[src/hdl/chte_ram.sv]
// Simple dual-port RAM: one write port, one read port with registered data.
// No dependencies.
module chte_ram #(
	parameter int DEPTH = 64,
	parameter int WIDTH = 8
) (
	input  logic                     clk,
	input  logic                     we,
	input  logic [$clog2(DEPTH)-1:0] waddr,
	input  logic [WIDTH-1:0]         wdata,
	input  logic [$clog2(DEPTH)-1:0] raddr,
	output logic [WIDTH-1:0]         rdata
);

	logic [WIDTH-1:0] mem [DEPTH];
	logic [WIDTH-1:0] rdata_q;

	always_ff @(posedge clk) begin
		if (we) begin
			mem[waddr] <= wdata;
		end
		rdata_q <= mem[raddr];
	end

	assign rdata = rdata_q;

endmodule

[config.mk]
export PLATFORM = sky130hd
export DESIGN_NAME = chte_ram
export DESIGN_NICKNAME = d
export VERILOG_FILES = /design/src/hdl/chte_ram.sv
export SDC_FILE = /design/constraint.sdc
export NUM_CORES = 1
export LEC_CHECK = 0
export BUFFER_PORTS_ARGS = -buffer_cell sky130_fd_sc_hd__buf_2
export CAP_MARGIN = 10
export CORE_MARGIN = 8
export CORE_UTILIZATION = 40
export DETAILED_ROUTE_END_ITERATION = 10
export PLACE_DENSITY = 0.53
export SLEW_MARGIN = 0
export SYNTH_ARGS = -nofsm -noshare
export SYNTH_HDL_FRONTEND = slang
export SYNTH_SLANG_ARGS = --single-unit
[constraint.sdc]
create_clock -name clk -period 4.4 [get_ports clk]
set_input_delay 0.22 -clock clk [delete_from_list [all_inputs] [get_ports clk]]
set_output_delay 0.22 -clock clk [all_outputs]
set_load 0.005 [all_outputs]
==> impl_table.tex <==
\begin{tabular}{lr}
\hline
Metric & Value \\
\hline
\multicolumn{2}{l}{\textbf{Outcome}} \\
\quad Outcome & completed \\
\multicolumn{2}{l}{\textbf{Floorplan}} \\
\quad Number of top-level pins & 30 \\
\quad Core area & 50000 sq um \\
\quad Starting utilization of the core area & between 40 and 50\% \\
\quad Floorplan die area & slightly below 60000 sq um \\
\quad Die span in y & 241 um \\
\quad Chip Width & 241 um \\
\quad Standard-cell rows & slightly above 80 \\
\multicolumn{2}{l}{\textbf{Setup path}} \\
\quad Startpoint types & primary input \\
\quad Number of cells on the worst reg-to-reg path & 4 \\
\quad Data required time of the worst path & 4.83 ns \\
\quad CP arrival & 2.76 ns \\
\quad Destination of the worst register-to-register timing path & rdata[1]\$\_DFF\_P\_ \\
\quad Worst R2R Setup Slack & 2.26 ns \\
\quad Endpoint class of the critical path & register \\
\quad Largest fanout on the critical path & 59 \\
\quad Critical path start-end classification & in -> reg \\
\quad FF-to-FF Start & mem[46][1]\$\_DFFE\_PP\_ \\
\multicolumn{2}{l}{\textbf{Logic synthesis}} \\
\quad Proportion of synthesized chip area in sequential cells & between 70\% and 80\% \\
\quad Number of storage elements in the synthesis netlist & 520 \\
\quad Average cell area after synthesis & 21.5 sq um \\
\quad Post-synthesis async set-or-reset flop share & 0\% \\
\quad Warnings, synthesis & 0 \\
\quad Post-synthesis cell area & around 20000 sq um \\
\quad Gate count of the mapped netlist & 940 \\
\quad Most instantiated flip-flop cell in the synthesis netlist & sky130\_fd\_sc\_hd\_\_edfxtp\_1 \\
\quad Syn\_nets & 962 \\
\quad Count of flip-flops with a built-in enable after synthesis & 512 \\
\quad Count of distinct cell types in the synthesized netlist & 40 \\
\multicolumn{2}{l}{\textbf{Route}} \\
\quad Post-route DRC violation count & 0 \\
\quad Number of nets with antenna violations after detailed routing & 0 \\
\quad Drt via density & 5.49 \\
\quad Drt first pass iters & 5 \\
\quad Number of vias after detailed routing & 9386 \\
\quad Routed length per placed instance & 27.5 um \\
\quad DRC violation total after the first TritonRoute iteration & between 800 and 900 \\
\quad Detailed-route wire length & 47.1 mm \\
\multicolumn{2}{l}{\textbf{STA}} \\
\quad Headroom to the max-slew limit & 32.3\% \\
\quad Final Hold Violating Endpoints & 0 \\
\quad Min Tclk post-route & between 2 and 2.5 ns \\
\quad Setup repair after global routing missed its margin & false \\
\quad Setup Viol. Count Final & 0 \\
\quad Post-route clock skew & 0.0192 ns \\
\quad Sum Neg Setup Slack & 0 ns \\
\quad Final Slew Violations & 0 \\
\quad Ratio of final minimum period to clock period & 53.0\% \\
\quad Maximum clock rate & 0.429 GHz \\
\quad Worst-margin pin slew & 1.01 ns \\
\multicolumn{2}{l}{\textbf{Global route}} \\
\quad Via count of the first global-routing pass & 9746 \\
\quad First-pass GRT wire length & 69.5 mm \\
\quad Total overflow reported by the global router & 0 \\
\quad Antenna violations before repair & 2 \\
\quad Pin count of the biggest net entering global routing & 65 \\
\quad Combined global-route utilization of all metal layers & 16.6\% \\
\multicolumn{2}{l}{\textbf{Power}} \\
\quad Part of the total power dissipated in the clock network & 41.6\% \\
\quad Power density cells & 453 nW/um\^{}2 \\
\quad Proportion of power drawn by combinational gates & 4.9\% \\
\quad Maximum vdd ir drop & about 0.00026 V \\
\quad Leakage & 0.00698 uW \\
\quad Power spent charging and discharging nets & between 2000 and 2500 uW \\
\quad Relative contribution of sequential cells to total power & 53.6\% \\
\quad Internal power contribution & 8130 uW \\
\quad Switching share of power & 20.9\% \\
\multicolumn{2}{l}{\textbf{CTS}} \\
\quad Clk slew on worst S/H paths & about 0.06 ns \\
\quad Number of buffers on the longest clock path & 3 \\
\quad Count of hold buffers inserted by post-cts repair & 0 \\
\quad Clock root buffer & sky130\_fd\_sc\_hd\_\_clkbuf\_16 \\
\quad CTS buffer count & 52 \\
\quad Count of clock tree sinks & 520 \\
\quad Post-CTS setup buffer count & 0 \\
\quad Number of gates given a new drive strength after cts & 0 \\
\quad Clock insertion delay at the later pin of the skew report & between 0.5 and 0.6 ns \\
\quad CTS tree & done \\
\quad Level count of the clock H-tree & 2 \\
\multicolumn{2}{l}{\textbf{Finish}} \\
\quad Final \#Nets & between 1k and 1.5k \\
\quad Layout cells sized above 1 & about a quarter \\
\quad Synthesis-to-layout area growth & 12.4\% \\
\quad Final-layout fill cell count & between 4k and 5k \\
\quad Total area of multi-input combinational cells & 4320 sq um \\
\quad Flip-flop and latch area & 15500 sq um \\
\quad Post-Route Utilization & between 40\% and 50\% \\
\multicolumn{2}{l}{\textbf{Min path}} \\
\quad Hold crit path type & in -> reg \\
\quad Hold path depth & 1 \\
\quad Min-delay src & wdata[3] \\
\quad Hold Path Sink & mem[48][3]\$\_DFFE\_PP\_ \\
\multicolumn{2}{l}{\textbf{Job}} \\
\quad Max-capacitance violation count & 0 \\
\multicolumn{2}{l}{\textbf{Placement}} \\
\quad Number of port buffers & 29 \\
\quad Dpl hpwl & 28.3 mm \\
\quad Final weighted congestion of routability-driven global placement & between 0.7 and 0.8 \\
\hline
\end{tabular}
per-stage QoR:
stage                     instance area (sq um)  hold slack [ns]  setup WS, ns  total power [uW]  instances
after floorplan                           20200            0.319          2.51              5890        940
after global routing                      22700           0.0702          1.92             10600       1708
after detailed placement                  21000            0.664          1.43              6120       1613
after global placement                    21000            0.669          1.44              6120       1613
after CTS                                 22700           0.0638          2.04             10400       1708
final                                     22700           0.0822          2.07             10300       1709
area by class of cell:
type	count	area share, %
clock buffer	73	6.40
tap	672	3.71
antenna	1	0.0110
sequential	520	68.5
multi-input combinational	369	19.0
timing repair buffer	52	1.52
clock inverter	22	0.773
synthesized netlist by cell type (all sizes together) (3+ instances only):
| library cell | number | area (sq um) |
|---|---|---|
| edfxtp | 512 | 15400 |
| mux4 | 126 | 2840 |
| nor2 | 83 | 312 |
| buf | 34 | 253 |
| mux2i | 23 | 230 |
| nand2 | 19 | 71.3 |
| clkbuf | 17 | 63.8 |
| nor2b | 14 | 87.6 |
| mux2 | 13 | 146 |
| nand3 | 13 | 65.1 |
| dfxtp | 8 | 160 |
| o221ai | 8 | 70.1 |
| o22ai | 8 | 50.1 |
| nand2b | 7 | 43.8 |
| nor3 | 7 | 35.0 |
| a221oi | 6 | 52.6 |
| a211oi | 4 | 30.0 |
| o21ai | 4 | 20.0 |
| a21oi | 3 | 15.0 |
| a22oi | 3 | 22.5 |
| nand3b | 3 | 22.5 |
| o2111ai | 3 | 26.3 |
| o2bb2ai | 3 | 26.3 |
per-layer routing:
metal | GRT usage [%] | vias to the layer above | wire length, um
met2 | 26.5 | 220 | 22400
met3 | 2.85 | 73 | 2070
met5 | 0 | - | 0
met4 | 4.58 | 0 | 1170
met1 | 23.5 | 5050 | 21400
li1 | - | 4043 | -
logic make-up (layout without fill, tap and decap cells):
logic type	count (synthesis)	in the layout	share of synthesized area (%)
other	0	1	0
buffers and inverters	51	147	1.57
DFF	520	520	77.0
and+or+nand+nor	153	153	3.39
muxes	162	162	15.9
AOI/OAI and AO/OA	54	54	2.07
cells in the final DEF (no fill, tap or decap), types with 2 or more instances in the layout:
cell type	count
sky130_fd_sc_hd__buf_2	26
sky130_fd_sc_hd__buf_4	24
sky130_fd_sc_hd__o2bb2ai_1	3
sky130_fd_sc_hd__nand3b_1	3
sky130_fd_sc_hd__clkbuf_8	6
sky130_fd_sc_hd__o41ai_1	2
sky130_fd_sc_hd__nor2_1	83
sky130_fd_sc_hd__o32ai_1	2
sky130_fd_sc_hd__nand4_1	2
sky130_fd_sc_hd__edfxtp_1	512
sky130_fd_sc_hd__mux2i_1	23
sky130_fd_sc_hd__clkinv_1	10
sky130_fd_sc_hd__mux4_2	126
sky130_fd_sc_hd__o21ai_1	2
sky130_fd_sc_hd__o22ai_1	8
sky130_fd_sc_hd__a2111oi_0	2
sky130_fd_sc_hd__o21a_1	2
sky130_fd_sc_hd__clkinv_2	8
sky130_fd_sc_hd__bufinv_16	3
sky130_fd_sc_hd__clkbuf_16	53
sky130_fd_sc_hd__nand2b_1	7
sky130_fd_sc_hd__nor3_1	7
sky130_fd_sc_hd__o2111ai_1	3
sky130_fd_sc_hd__nand3_1	13
sky130_fd_sc_hd__o221ai_1	8
sky130_fd_sc_hd__clkbuf_1	15
sky130_fd_sc_hd__a221oi_1	6
sky130_fd_sc_hd__nand2_1	19
sky130_fd_sc_hd__o221a_2	2
sky130_fd_sc_hd__nor4_1	2
sky130_fd_sc_hd__nor2b_1	14
sky130_fd_sc_hd__mux2_2	13
sky130_fd_sc_hd__dfxtp_1	8
sky130_fd_sc_hd__a211oi_1	4
sky130_fd_sc_hd__a22oi_1	3
sky130_fd_sc_hd__a21oi_1	3
sky130_fd_sc_hd__o21ai_0	2
sequential cells by signal, indices dropped and copies added (netlist names):
| signal | count |
|---|---|
| rdata | 8 |
| mem | 512 |
worst max path at each step:
stage / slack [ns] / cells past startpoint / start / end
3_5_place_dp: 1.43 / 6 / raddr[0] / rdata[5]$_DFF_P_
6_report: 2.07 / 6 / raddr[0] / rdata[5]$_DFF_P_
3_3_place_gp: 1.44 / 6 / raddr[0] / rdata[5]$_DFF_P_
4_1_cts: 2.04 / 6 / raddr[0] / rdata[5]$_DFF_P_
5_1_grt: 1.92 / 6 / raddr[0] / rdata[5]$_DFF_P_
2_1_floorplan: 2.51 / 7 / raddr[1] / rdata[3]$_DFF_P_
worst max-delay path, cell delays in order:
cell,delay [ns]
sky130_fd_sc_hd__clkbuf_8,0.57
sky130_fd_sc_hd__buf_4,0.39
sky130_fd_sc_hd__mux4_2,0.52
sky130_fd_sc_hd__nor2b_1,0.14
sky130_fd_sc_hd__a2111oi_0,0.71
sky130_fd_sc_hd__o41ai_1,0.16
power groups by stage:
stage / Combinational, uW / Clock (uW) / Sequential (uW)
final: 501 / 4270 / 5500
after CTS: 514 / 4350 / 5500
after floorplan: 292 / 0 / 5600
after global placement: 509 / 0 / 5610
after global routing: 541 / 4540 / 5500
after detailed placement: 513 / 0 / 5610
No activity file was read; power rests on OpenSTA's default activity.
