[src/hdl/chte_pkg.sv]
// Package for the chained hash table engine.
// Holds field widths, operation codes, status codes and register indexes.
// No dependencies.
package chte_pkg;

	localparam int KEY_W = 31;
	localparam int VAL_W = 32;
	localparam int ENTRY_W = KEY_W + VAL_W;
	localparam int OP_W = 2;
	localparam int STATUS_W = 3;
	localparam int TOTAL_W = 7;
	localparam int LIMIT_W = 4;
	localparam int CFG_W = 7;

	localparam int DEF_MAX_BUCKETS = 64;
	localparam int DEF_SLOTS = 8;
	localparam int RESET_BUCKETS = 8;
	localparam int RESET_LIMIT = 2;

	localparam logic [OP_W-1:0] OP_INSERT = 2'd0;
	localparam logic [OP_W-1:0] OP_REMOVE = 2'd1;

	localparam logic [STATUS_W-1:0] ST_INSERTED = 3'd0;
	localparam logic [STATUS_W-1:0] ST_UPDATED = 3'd1;
	localparam logic [STATUS_W-1:0] ST_REMOVED = 3'd2;
	localparam logic [STATUS_W-1:0] ST_FOUND = 3'd3;
	localparam logic [STATUS_W-1:0] ST_NOT_FOUND = 3'd4;
	localparam logic [STATUS_W-1:0] ST_FULL = 3'd5;

	localparam logic CFG_INITIAL_BUCKETS = 1'b0;
	localparam logic CFG_LOAD_LIMIT = 1'b1;

endpackage

[src/hdl/chte_moddiv.sv]
// Iterative remainder unit: key modulo bucket count, one quotient bit a cycle.
// Depends on chte_pkg.
module chte_moddiv
	import chte_pkg::*;
#(
	parameter int BW = 7
) (
	input  logic             clk,
	input  logic             arst_n,
	input  logic             start,
	input  logic [KEY_W-1:0] dividend,
	input  logic [BW-1:0]    divisor,
	output logic             done,
	output logic [BW-1:0]    rem
);

	localparam int CW = $clog2(KEY_W + 1);

	logic [KEY_W-1:0] num_q;
	logic [BW-1:0]    rem_q;
	logic [BW-1:0]    div_q;
	logic [CW-1:0]    cnt_q;
	logic             run_q;
	logic             done_q;
	logic [BW:0]      trial;
	logic [BW-1:0]    rem_nx;

	always_comb begin
		trial = {rem_q, num_q[KEY_W-1]};
		if (trial >= {1'b0, div_q}) begin
			rem_nx = BW'(trial - {1'b0, div_q});
		end else begin
			rem_nx = trial[BW-1:0];
		end
	end

	always_ff @(posedge clk or negedge arst_n) begin
		if (!arst_n) begin
			run_q <= 1'b0;
			done_q <= 1'b0;
			cnt_q <= '0;
		end else begin
			done_q <= 1'b0;
			if (start) begin
				run_q <= 1'b1;
				cnt_q <= CW'(KEY_W);
			end else if (run_q) begin
				cnt_q <= cnt_q - 1'b1;
				if (cnt_q == CW'(1)) begin
					run_q <= 1'b0;
					done_q <= 1'b1;
				end
			end
		end
	end

	always_ff @(posedge clk) begin
		if (start) begin
			num_q <= dividend;
			rem_q <= '0;
			div_q <= divisor;
		end else if (run_q) begin
			num_q <= {num_q[KEY_W-2:0], 1'b0};
			rem_q <= rem_nx;
		end
	end

	assign done = done_q;
	assign rem = rem_q;

endmodule

[config.mk]
export PLATFORM = sky130hd
export DESIGN_NAME = chte_moddiv
export DESIGN_NICKNAME = d
export VERILOG_FILES = /design/src/hdl/chte_pkg.sv /design/src/hdl/chte_moddiv.sv
export SDC_FILE = /design/constraint.sdc
export NUM_CORES = 1
export LEC_CHECK = 0
export BUFFER_PORTS_ARGS = -buffer_cell sky130_fd_sc_hd__buf_2
export CORE_UTILIZATION = 50
export CTS_BUF_LIST = sky130_fd_sc_hd__clkbuf_16
export CTS_CLUSTER_SIZE = 28
export DETAILED_ROUTE_END_ITERATION = 7
export GPL_TIMING_DRIVEN = 0
export PLACE_DENSITY_LB_ADDON = 0.05
export SETUP_SLACK_MARGIN = 0.1
export SLEW_MARGIN = 20
export SYNTH_ARGS = -nofsm -noshare
export SYNTH_HDL_FRONTEND = slang
export SYNTH_SLANG_ARGS = --single-unit
[constraint.sdc]
create_clock -name clk -period 3 [get_ports clk]
set_input_delay 0.6 -clock clk [delete_from_list [all_inputs] [get_ports clk]]
set_output_delay 0.6 -clock clk [all_outputs]
set_load 0.005 [all_outputs]
==> flow_summary.ini, run 1 <==
[worst_setup_path]
crit_arrival_ns = 1.96
worstPathRequired_ns = 2.87
max_stage_delay_ns = 0.51
cp_common_cell = buf_2
crit_type = in2reg
critPathLaunchType = input pin
cp_max_fo = 31
critPathSlowestCell = nand2_2
cp_cell_sequence = buf_2 -> buf_2 -> inv_2 -> clkbuf_1 -> nand2_2
critPathCaptureType = flop

[floorplanning]
die_area_sq_um = 5440
std_cell_rows = 25
die_height_microns = 73.8
core-area_sq_um = 4850
start_util_pct = 53.1
die_w_microns = 73.8
ios = 49

[pwr]
power_leakage_nw = 1.32
p_sw_mw = 0.516
seq_power_share_pct = 47.3
p_clk_share_pct = 27.8
p_per_area_nw_per_um2 = 631
p_sw_share_pct = 26.9
ir_worst_vdd_uv = 364
combPwrFrac_pct = 24.9
p_int_mw = 1.40

[grt]
grt_max_degree = 32
antenna_found_initial = 0
grt_first_pass_wirelength_microns = 6850
grt-ovfl-total = 0
grtUsageTotal_pct = 17.2
grt_pass1_vias = 1560

[status]
status = finished clean

[cts]
cts.sinks = 52
cts_resized = 0
h-tree-depth = 2
post_cts_buffers = 0
clock_path_buffers = 2
cts_tree = yes
clkTransAtPathRegs_ns = 0.06
cts_hold_buffers = 0
root_buffer = clkbuf_16
clock_latency_ns = 0.28
cts_buffers = 5

[yosys]
synthCells = 196
synth_seq_cells = 52
synth_fp_nets = 247
seq_area_frac_synth_pct = 56.5
yosys.cell_types.count = 47
synth_top_flop_cell = edfxtp_1
synth_edf_count = 38
synthArstFlopShare_pct = 13.5
yosys_warnings = 0
ys_top_cells_by_area = edfxtp_1, mux2_2, dfrtp_1
synth.cell_area_sq_um = 2580
synth_top_area_cell = edfxtp_1
syn_area_per_cell_sq_um = 13.1
yosysTopAreaCellShare_pct = 44.3

[route]
vias = 1681
wire_per_inst_microns = 13.4
drt-initial-drc-count = 77
drc = 0
drt_pass1_iterations = 4
top_layer_used = met4
wl_microns = 4290
via_per_inst = 5.27
met3WireLength_microns = 185
ant_nets = 0
drt-met1-wl_microns = 1930
route.met2.wl_microns = 2100

[finish]
area_growth_syn_to_layout_pct = 18.0
final_core_utilization_pct = 62.7
fin_nets = 302
layout_common_cells = buf_2, edfxtp_1, mux2_2
n_antenna_cell = 0
fillers = 382
layoutNonFillerInstCount = 319
drive_above_1_share_pct = 36.5
final_cell_area_sq_um = 3040
final_common_cell = buf_2

[hold_path]
hold_path.class = in2async

[timing]
grt_setup_unrepaired = no
tightest_slew_ns = 0.706
finalSetupViolCount = 0
fin_crit_ns = 2.09
skew_ns = 0.00374
fin_ws_ns = 0.907
tns_ns = 0
period_share_pct = 69.8
final_hold_viol_count = 0
max_clock_freq_mhz = 478
drv_slew = 0
max_slew_margin_pct = 52.8

[place]
dpl.hpwl_microns = 3070
pre_cts_ws_ns = 0.560
gp_congestion = 0.756
place_area_sq_um = 2900
dp.cells = 311
io_buffers = 48

[run]
cap_violations = 0
## registers in the layout, indices dropped and copies added, names as in the netlist
register  count
run_q         1
rem           7
num_q        31
done          1
cnt_q         5
div_q         7
## worst max-delay path: cells and delay by family
family,cells,cell delay (ns)
simple gates,1,0.51
buf+inv,4,0.82
## layer usage
metal,GRT usage (%),vias up
met3,5.08,6
met1,21.0,792
met2,28.4,42
li1,-,841
met4,7.26,0
met5,0,-
## cell usage after synthesis (3+ instances only)
library cell  number
edfxtp_1          38
mux2_2            27
nand2_1           14
inv_1             11
and3_1             9
ha_1               9
dfrtp_1            7
dfxtp_1            7
nor2_1             6
xnor2_1            6
a31oi_1            4
mux2_1             4
nand3_1            4
a21o_1             3
buf_1              3
o21ai_0            3
## stage by stage
step | hold slack, ns | total power, mW
6_report | 0.132 | 1.92
5_1_grt | 0.131 | 2.02
3_3_place_gp | 0.438 | 1.40
4_1_cts | 0.134 | 1.94
2_1_floorplan | 0.304 | 1.27
3_5_place_dp | 0.438 | 1.40
## cell families after synthesis
kind of cell | Yosys count | synth area share [%]
flip-flops | 52 | 56.5
AND/OR/NAND/NOR | 49 | 10.4
multiplexers | 31 | 13.6
AO/OA/AOI/OAI | 26 | 8.50
buffers and inverters | 21 | 3.45
adder cells (fa/ha/maj) | 10 | 5.15
XOR/XNOR | 7 | 2.38
## power groups by stage
stage                     Sequential (mW)  Clock [mW]  Combinational [mW]
after floorplan                     0.910           0               0.359
after global placement              0.924           0               0.472
after detailed placement            0.924           0               0.477
after CTS                           0.909       0.547               0.481
after global routing                0.917       0.572               0.531
final                               0.907       0.534               0.478
## area by class of cell
type | count | area, sq um | area share, %
Buffer | 8 | 40.0 | 1.32
Clock inverter | 3 | 11.3 | 0.371
Timing Repair Buffer | 48 | 240 | 7.90
Tap cell | 67 | 83.8 | 2.76
Inverter | 13 | 48.8 | 1.61
Sequential cell | 52 | 1460 | 47.9
Multi-Input combinational cell | 123 | 1030 | 34.0
Clock buffer | 5 | 125 | 4.12
## final timing paths
check                           depth (start not counted)   endpoint  slack [ns]       start
worst max-delay path                                    5  num_q[18]        0.91       start
worst min-delay path                                    1   cnt_q[1]        0.13      arst_n
worst max register to register                          5     rem[2]        1.08      rem[4]
worst min register to register                          2   cnt_q[4]        0.52    cnt_q[4]
max in group asynchronous                               1      run_q        2.72      arst_n
min in group clk                                        1   div_q[6]        0.49  divisor[6]
(Power assumes the default switching activity.)
==> inputs of run 2 (changes only) <==
- clock period: 3 -> 2.1 ns (I/O delays scaled with it)
==> flow_summary.ini, run 2 (same netlist as run 1, synthesis figures left out) <==
[run]
cap_violations = 0

[timing]
finalSetupViolCount = 0
final_hold_viol_count = 0
max_clock_freq_mhz = 527
fin_ws_ns = 0.202
max_slew_margin_pct = 64.6
fin_crit_ns = 1.90
grt_setup_unrepaired = no
drv_slew = 0
skew_ns = 0.00401
tightest_slew_ns = 0.530
period_share_pct = 90.4

[place]
dpl.hpwl_microns = 3070
pre_cts_ws_ns = -0.160
io_buffers = 48
gp_congestion = 0.756
dp.cells = 311
place_area_sq_um = 2900

[finish]
multi_input_area_sq_um = 1040
largest_reg_flops = 31
fin_nets = 304
drive_above_1_share_pct = 37.0
n_antenna_cell = 0
final_cell_area_sq_um = 3060
final_common_cell = buf_2
fillers = 377
final_core_utilization_pct = 63.2
layoutNonFillerInstCount = 321
seqCellArea_sq_um = 1460
largest_register = num_q
layout_common_cells = buf_2, edfxtp_1, mux2_2
area_growth_syn_to_layout_pct = 18.9

[floorplanning]
die_height_microns = 73.8
die_area_sq_um = 5440
start_util_pct = 53.1
std_cell_rows = 25
core-area_sq_um = 4850
die_w_microns = 73.8
ios = 49

[grt]
grt_first_pass_wirelength_microns = 6850
grt_pass1_vias = 1560
grtUsageTotal_pct = 17.2
grt_max_degree = 32
antenna_found_initial = 0
grt-ovfl-total = 0

[route]
ant_nets = 0
met3WireLength_microns = 174
drt-met1-wl_microns = 1980
via_per_inst = 5.21
wire_per_inst_microns = 13.4
drt-initial-drc-count = 71
wl_microns = 4320
drt_pass1_iterations = 4
route.met2.wl_microns = 2100
top_layer_used = met4
drc = 0
vias = 1673

[cts]
cts_buffers = 5
clock_latency_ns = 0.28
clock_path_buffers = 2
h-tree-depth = 2
clkTransAtPathRegs_ns = 0.06
cts.sinks = 52
root_buffer = clkbuf_16
cts_tree = yes

[worst_setup_path]
crit_arrival_ns = 2.06
critPathCaptureType = flop
crit_type = reg2reg
cp_max_fo = 10
critPathLaunchType = flop
worstPathRequired_ns = 2.26

[status]
status = finished clean

[pwr]
ir_worst_vdd_uv = 519
p_per_area_nw_per_um2 = 896
power_leakage_nw = 1.34

[hold_path]
hold_path.class = in2reg
run 2: final cells by class:
class	instances	area share, %
Tap cell	67	2.74
Clock inverter	3	0.367
Buffer	8	1.31
Sequential cell	52	47.5
Multi-Input combinational cell	123	34.0
Inverter	13	1.59
Timing Repair Buffer	50	8.41
Clock buffer	5	4.08
run 2: critical path: stages (launching register included):
cell and delay [ns]:
dfxtp_1 0.35, ha_1 0.40, a21o_1 0.22, a211oi_4 0.44
and2_4 0.27, o311ai_2 0.10
run 2: routing by layer:
layer | vias up | GRT usage (%)
li1 | 846 | -
met4 | 0 | 7.26
met5 | - | 0
met2 | 36 | 28.4
met1 | 785 | 21.0
met3 | 6 | 5.08
run 2: through the flow:
| step | hold WS, ns | power [mW] | setup TNS (ns) |
|---|---|---|---|
| final | 0.309 | 2.75 | 0 |
| after global placement | 0.258 | 1.99 | -19.30 |
| after detailed placement | 0.258 | 2.00 | -4.92 |
| after global routing | 0.298 | 2.89 | 0 |
| after floorplan | 0.124 | 1.81 | 0 |
| after CTS | 0.301 | 2.77 | 0 |
run 2: where the power goes:
part / internal, mW / total (mW) / switching, mW / leakage (nW)
clock: 0.429 / 0.763 / 0.333 / 0.0738
sequential: 1.23 / 1.30 / 0.0687 / 0.527
combinational: 0.353 / 0.689 / 0.336 / 0.737
run 2: repair_timing:
action	in CTS	in global routing
hold endpoints to repair	7	0
setup endpoints to repair	0	32
hold buffers	1	0
buffers inserted	0	1
resized for setup	0	2
run 2: final timing paths:
kind,slack [ns],to,cells past startpoint,startpoint
setup / recovery,0.20,rem[2],5,rem[4]
hold / removal,0.31,div_q[6],1,divisor[6]
setup reg to reg,0.20,rem[2],5,rem[4]
hold reg to reg,0.52,cnt_q[4],2,cnt_q[4]
max in group asynchronous,1.46,run_q,2,arst_n
min in group asynchronous,0.49,cnt_q[1],2,arst_n
